### src/hw/rtl/tlpt_pkg.sv
// Shared types, codes and sizes for the two-level page table mapper.
package tlpt_pkg;

   localparam int POOL_TABLES_DEFAULT = 16;
   localparam int ENTRIES_PER_TABLE   = 1024;
   localparam int ROOT_ENTRIES        = 1024;
   localparam int INDEX_W             = 10;
   localparam int ROOT_SHIFT          = 22;
   localparam int PAGE_SHIFT          = 12;
   localparam int HEAP_START_W        = 20;
   localparam int HEAP_END_W          = 21;
   localparam int PAGE_CNT_W          = 21;
   localparam int CSR_INDEX_W         = 1;
   localparam int CSR_DATA_W          = 21;

   localparam logic [2:0] ALIGN_MASK = 3'h7;
   localparam logic [HEAP_END_W-1:0] HEAP_END_RESET = 21'h100000;

   // Request kinds.
   localparam logic [1:0] KIND_MAP    = 2'd0;
   localparam logic [1:0] KIND_LOOKUP = 2'd1;
   localparam logic [1:0] KIND_ALLOC  = 2'd2;

   // Result status codes.
   localparam logic [2:0] ST_OK           = 3'd0;
   localparam logic [2:0] ST_UNALIGNED_VA = 3'd1;
   localparam logic [2:0] ST_UNALIGNED_PA = 3'd2;
   localparam logic [2:0] ST_NO_MEMORY    = 3'd3;
   localparam logic [2:0] ST_NOT_MAPPED   = 3'd4;
   localparam logic [2:0] ST_POOL_FULL    = 3'd5;

   // Configuration register indexes.
   localparam logic [CSR_INDEX_W-1:0] CSR_HEAP_START = 1'b0;
   localparam logic [CSR_INDEX_W-1:0] CSR_HEAP_END   = 1'b1;

   typedef struct packed {
      logic [1:0]  kind;
      logic [31:0] virtual_address;
      logic [31:0] physical_address;
      logic [9:0]  flag_bits;
      logic [10:0] page_count;
   } req_type;

   typedef struct packed {
      logic [31:0] entry_value;
      logic [31:0] allocated_address;
      logic [2:0]  status;
   } rsp_type;

   typedef struct packed {
      logic clear;
      logic capture;
      logic eval;
      logic leaf_load;
   } ctrl_cmd_type;

   typedef struct packed {
      logic clear_last;
      logic lookup_hit;
   } dp_status_type;

endpackage

### src/hw/rtl/tlpt_ctrl.sv
// Sequencing state machine for the page table mapper.
module tlpt_ctrl (
   input  logic                    clock,
   input  logic                    reset,
   input  logic                    start,
   input  tlpt_pkg::dp_status_type dp_status,
   output tlpt_pkg::ctrl_cmd_type  cmd,
   output logic                    busy
);
   import tlpt_pkg::*;

   localparam logic [1:0] FSM_CLEAR = 2'd0;
   localparam logic [1:0] FSM_IDLE  = 2'd1;
   localparam logic [1:0] FSM_EVAL  = 2'd2;
   localparam logic [1:0] FSM_LEAF  = 2'd3;

   logic [1:0] state_ff;
   logic [1:0] state_in;

   assign busy = reset | (state_ff != FSM_IDLE);

   always_comb begin
      state_in      = state_ff;
      cmd           = '0;
      case (state_ff)
         FSM_CLEAR: begin
            cmd.clear = 1'b1;
            if (dp_status.clear_last) begin
               state_in = FSM_IDLE;
            end
         end
         FSM_IDLE: begin
            if (start && !busy) begin
               cmd.capture = 1'b1;
               state_in    = FSM_EVAL;
            end
         end
         FSM_EVAL: begin
            cmd.eval = 1'b1;
            state_in = dp_status.lookup_hit ? FSM_LEAF : FSM_IDLE;
         end
         FSM_LEAF: begin
            cmd.leaf_load = 1'b1;
            state_in      = FSM_IDLE;
         end
         default: begin
            state_in = FSM_IDLE;
         end
      endcase
   end

   always_ff @(posedge clock) begin
      if (reset) begin
         state_ff <= FSM_CLEAR;
      end else begin
         state_ff <= state_in;
      end
   end

endmodule

### config.mk
export PLATFORM = sky130hd
export DESIGN_NAME = tlpt_ctrl
export DESIGN_NICKNAME = d
export VERILOG_FILES = /design/src/hw/rtl/tlpt_pkg.sv /design/src/hw/rtl/tlpt_ctrl.sv
export SDC_FILE = /design/constraint.sdc
export NUM_CORES = 1
export LEC_CHECK = 0
export ABC_AREA = 0
export BUFFER_PORTS_ARGS = -buffer_cell sky130_fd_sc_hd__buf_2
export CORE_AREA = 3 3 40 42
export DETAILED_ROUTE_END_ITERATION = 12
export DIE_AREA = 0 0 43 45
export PLACE_DENSITY = 0.41
export SYNTH_ARGS = -nofsm -noshare
export SYNTH_HDL_FRONTEND = slang
export SYNTH_SLANG_ARGS = --single-unit
### constraint.sdc
create_clock -name clock -period 0.97 [get_ports clock]
set_input_delay 0.291 -clock clock [delete_from_list [all_inputs] [get_ports clock]]
set_output_delay 0.291 -clock clock [all_outputs]
set_load 0.05 [all_outputs]
==> out/results.ini, run 1 <==
[placed_design]
dp_hpwl_um = 426
pre_cts_ws_ns = -0.2826
io_buffers = 9
routabilityCongestion = 0.7197
postPlaceCellArea_um2 = 351.6

[cts]
path_clk_slew_ns = 0.04
worstSkewPairLatency_ns = 0.23
clockBufferDepth = 2
cts_hold_buf = 0
htree_levels = 1
cts_root_buffer = clkbuf_4
cts.sinks = 2
cts_inserted_buffers = 3
cts_tree = yes

[synth]
synth_top_area_share = 0.2837
yosys_register_bits = 2
synthTopCellsByCount = 4 x ha_1, 4 x inv_1, 3 x a21oi_1, 2 x dfxtp_1, 2 x nand2b_1
avgSynthCellArea_um2 = 8.019
synthCells = 22
synth_sequential_area_ratio = 0.2270
syn_nets = 31
async_flop_share = 0
synth.distinct_cells = 12
synthTopCellsByArea = ha_1 28%, dfxtp_1 23%, a21oi_1 8.5%
synth_ff_type = dfxtp_1
synth-edff-count = 0
syn_area_um2 = 176.4
synth_top_cell_by_area = ha_1
yosysWarnings = 0

[routing]
post_drt_wl_per_cell_um = 9.518
drt_wl_total_um = 533
first_pass_iters = 2
drtAntennaViolNets = 0
routed_via_density = 3.696
drc = 0
vias = 207
drt-initial-drc-count = 1

[hold_path]
whs_path_depth = 3
hold_path.class = primary input to register

[global_routing]
grt_pass1_vias = 228
grt_use_total = 0.06811
grt_pass1_wl_um = 910
antenna_found_initial = 0
overflow = 0
grt_max_degree = 5

[finish]
drive_gt1_frac = 0.7561
fillers = 140
design_area_um2 = 434.2
top_register = state_ff
largest_registers = state_ff: 2 flops
largest_reg_flops = 2
multi_input_area_um2 = 201.4
seqCellArea_um2 = 45.04
diodes = 0
syn_to_final_growth_pct = 146.1
nets = 51

[sta]
clock.fmax_mhz = 742.3
tns_ns = -2.122
fin_crit_sh = 1.389
final.setup.worst_slack_ns = -0.3771
drv_slew = 0
final_hold_viol_count = 0
rsz0062_at_grt = true
relSlewSlack = 0.8669
fin_skew_ns = 0.01182
period_needed_ns = 1.347
setup_viol_count_final = 7
worst_pin_slew_ns = 0.1975

[pwr]
p_int_mw = 0.3429
p_total_mw = 0.5202
p_leak_nw = 0.1911
ir_drop_mv = 0.2819
p_sw_frac = 0.3408
seq_power_share = 0.194
p_switching_mw = 0.1773
p_clk_frac = 0.392
combPwrFrac = 0.414
p_per_area_nw_per_um2 = 1198

[floorplan]
pin_count = 10
start_util = 0.1373
die_y_um = 45
core_area_um2 = 1285
rows = 13
die-area_um2 = 1935
die_x_um = 43

[worst_setup_path]
end_kind = output port
required_ns = 0.68
path_max_fanout = 4
worstRegToRegCells = 5
cp-start-kind = register
crit_type = register to output port
critPathArrivalTime_ns = 1.06

[outcome]
violations = setup timing
status = complete, but fails checks

[flow_run]
maxCapViolCount = 0

==> power by group through the flow <==
| stage | Sequential, mW | Combinational (mW) | Clock [mW] |
|---|---|---|---|
| 5_1_grt | 0.102 | 0.231 | 0.229 |
| 3_3_place_gp | 0.102 | 0.176 | 0 |
| 2_1_floorplan | 0.101 | 0.143 | 0 |
| 3_5_place_dp | 0.102 | 0.179 | 0 |
| 4_1_cts | 0.101 | 0.210 | 0.208 |
| 6_report | 0.101 | 0.215 | 0.204 |
==> worst max-delay path, cell delays in order (launching register included) <==
cell and delay, ns:
dfxtp_4 0.37, ha_4 0.17, nand2_8 0.05, nor2_4 0.08, buf_6 0.16
==> cells in the final DEF (no fill, tap or decap), drive strengths merged <==
master / count
o21ai: 1
nand2b: 2
nand3: 1
o32ai: 1
buf: 15
clkbuf: 4
a21oi: 3
ha: 4
dfxtp: 2
and3b: 1
nor2: 1
nand2: 1
nor2b: 1
inv: 4
==> cell families (layout without fill, tap and decap cells) <==
| kind of cell | after synthesis | after routing | synth area share |
|---|---|---|---|
| AOI/OAI and AO/OA | 5 | 5 | 0.1631 |
| adders and majority gates | 4 | 4 | 0.2837 |
| buffers and inverters | 4 | 23 | 0.08508 |
| DFF | 2 | 2 | 0.2270 |
| and+or+nand+nor | 7 | 7 | 0.2411 |
==> stage by stage <==
stage / hold WS (ns) / utilization / cells
2_1_floorplan: 0.3504 / - / 22
3_3_place_gp: 0.5276 / 0.2736 / 51
3_5_place_dp: 0.5244 / 0.2736 / 51
4_1_cts: 0.3116 / 0.3242 / 56
5_1_grt: 0.3172 / 0.3379 / 56
6_report: 0.3182 / 0.3379 / 56
==> final timing paths <==
| path | startpoint | to | slack (ns) |
|---|---|---|---|
| setup / recovery | state_ff[0] | cmd[2] | -0.38 |
| hold / removal | reset | state_ff[0] | 0.32 |
| setup reg to reg | state_ff[0] | state_ff[1] | -0.23 |
| hold reg to reg | state_ff[0] | state_ff[0] | 0.56 |
==> per-layer routing <==
| metal | track usage | wire length (um) | share of wire | vias up |
|---|---|---|---|---|
| li1 | - | - | - | 109 |
| met1 | 0.06938 | 216 | 0.41 | 89 |
| met2 | 0.1048 | 278 | 0.52 | 9 |
| met3 | 0.03586 | 38 | 0.071 | 0 |
| met4 | 0.05422 | 0 | 0 | 0 |
| met5 | 0 | 0 | 0 | - |
==> layout make-up <==
type	count	share of cell area
multi-input cells	16	0.4640
repair buffers	15	0.2882
flip-flops and latches	2	0.1037
clock buffers	4	0.06052
well taps	15	0.04323
inverters	4	0.04035
==> repair_timing <==
action                     4_1_cts  5_1_grt
gates resized for setup         10        4
pin swaps                        4        0
setup endpoints to repair        7        7
setup buffers                    1        0
(Power assumes the default switching activity.)
==> run 2, diff against run 1 <==
--- a/config.mk
+++ b/config.mk
@@ -11,6 +11,7 @@
 export DETAILED_ROUTE_END_ITERATION = 12
 export DIE_AREA = 0 0 43 45
 export PLACE_DENSITY = 0.41
+export SETUP_SLACK_MARGIN = 0.3
 export SYNTH_ARGS = -nofsm -noshare
 export SYNTH_HDL_FRONTEND = slang
 export SYNTH_SLANG_ARGS = --single-unit
==> run 2 against run 1 <==
Net effect:
- the flow still finishes with violations (setup timing)
- clock skew decreased by 0.0067 ns
- hold slack improved by 0.017 ns
- register-to-register slack about the same
- final area increased by 4.6%
- sequential power about the same
==> out/results.ini, run 2 (synthesis gave the netlist of run 1 again) <==
[finish]
top_register = state_ff
diodes = 0
largest_reg_flops = 2
post_layout_nonfiller_instances = 57
nets = 52
layout_common_cells = 8 x buf_4, 4 x buf_2, 3 x ha_4, 3 x clkbuf_4
drive_gt1_frac = 0.8095
layout_commonest_cell = buf_4
syn_to_final_growth_pct = 157.4
design_area_um2 = 454.2
largest_registers = state_ff: 2 flops

[outcome]
status = complete, but fails checks
violations = setup timing

[sta]
clock.fmax_mhz = 745.4
worst_pin_slew_ns = 0.1970
rsz0062_at_grt = true
hold_ws_ns = 0.3352
final_hold_viol_count = 0
final.setup.worst_slack_ns = -0.3716
period_needed_ns = 1.342
fin_crit_sh = 1.383
drv_slew = 0
tns_ns = -2.088
setup_viol_count_final = 7
relSlewSlack = 0.8687
fin_skew_ns = 0.005147

[worst_setup_path]
crit_family = flip-flops
worstRegToRegCells = 6
cpPeakStageDelay_ns = 0.32
critPathArrivalTime_ns = 1.05
required_ns = 0.68
end_kind = output port
cp_slowest_cell = dfxtp_2
cp_cell_sequence = inv_4 -> ha_4 -> nand2_8 -> nor2_4 -> buf_6
path_max_fanout = 2
cp_num_cells = 5
crit_type = register to output port
cp-start-kind = register
path_buf_inv = 2

[floorplan]
die_x_um = 43
start_util = 0.1373
pin_count = 10
die-area_um2 = 1935
rows = 13
core_area_um2 = 1285
die_y_um = 45

[routing]
drc = 0
vias = 216
wl_met1_um = 208
drt-initial-drc-count = 0
routed_via_density = 3.789
drtAntennaViolNets = 0
drt_wl_total_um = 525
post_drt_wl_per_cell_um = 9.211
first_pass_iters = 1
top_layer = met3
route.met3.wl_um = 40
wl_met2_um = 276

[placed_design]
dpl.cell_count = 51
io_buffers = 9
postPlaceCellArea_um2 = 351.6
dp_hpwl_um = 430.8
routabilityCongestion = 0.7215

[global_routing]
overflow = 0
antenna_found_initial = 0
grt_pass1_wl_um = 952
grt_pass1_vias = 245
grt_max_degree = 5
grt_use_total = 0.06395

[cts]
worstSkewPairLatency_ns = 0.22
cts_root_buffer = clkbuf_4
cts_hold_buf = 0
cts_tree = yes
cts.sinks = 2
cts_inserted_buffers = 3
path_clk_slew_ns = 0.03
htree_levels = 1
clockBufferDepth = 2

[pwr]
ir_drop_mv = 0.3751
p_per_area_nw_per_um2 = 1179
p_leak_nw = 0.2024

[hold_path]
hold_path.class = primary input to register
whs_path_depth = 3

[flow_run]
maxCapViolCount = 0

## run 2: cell types whose count changed in the layout (fill, tap and decap cells not counted), sizes merged
cell  delta
buf      +1
## run 2: metal layers
metal / GRT usage / vias up
li1: - / 114
met1: 0.07416 / 95
met2: 0.1198 / 7
met3: 0 / 0
met4: 0.03614 / 0
met5: 0 / -
## run 2: final cells by class
class | instances | area, um^2
tap | 15 | 18.77
multi-input combinational | 16 | 214.0
clock buffer | 4 | 26.28
fill | 139 | 830.8
timing repair buffer | 16 | 132.6
inverter | 4 | 17.52
sequential | 2 | 45.04
## run 2: timing repair
action	in CTS	in global routing
endpoints found under the setup margin	7	7
buffers inserted	1	1
resized for setup	11	5
pin swaps	3	2
## run 2: power breakdown
part | total, mW | leakage [nW] | internal, mW | switching (mW)
sequential | 0.100 | 0.0175 | 0.0906 | 0.00979
combinational | 0.234 | 0.170 | 0.112 | 0.122
clock | 0.201 | 0.0150 | 0.153 | 0.0480
## run 2: final timing paths
| path | startpoint | endpoint | slack (ns) |
|---|---|---|---|
| max | state_ff[1] | cmd[2] | -0.37 |
| min | reset | state_ff[0] | 0.34 |
| max reg2reg | state_ff[1] | state_ff[1] | -0.22 |
| min reg2reg | state_ff[0] | state_ff[0] | 0.53 |
## run 2: worst register-to-register path: cells and delay by family, from the launching register on
| kind | cells | cell delay, ns |
|---|---|---|
| AND/OR/NAND/NOR | 1 | 0.19 |
| AO/OA/AOI/OAI | 2 | 0.20 |
| flip-flops | 1 | 0.32 |
| adder cells (fa/ha/maj) | 1 | 0.16 |
| buffers and inverters | 2 | 0.19 |
## run 2: through the flow
stage               utilization  setup WS [ns]  total power [mW]
floorplan                     -        -0.2976            0.2434
global placement         0.2736        -0.2711            0.2775
detailed placement       0.2736        -0.2792            0.2811
CTS                      0.3301        -0.3854            0.5155
global route             0.3535        -0.4116            0.5654
finish                   0.3535        -0.3716            0.5355
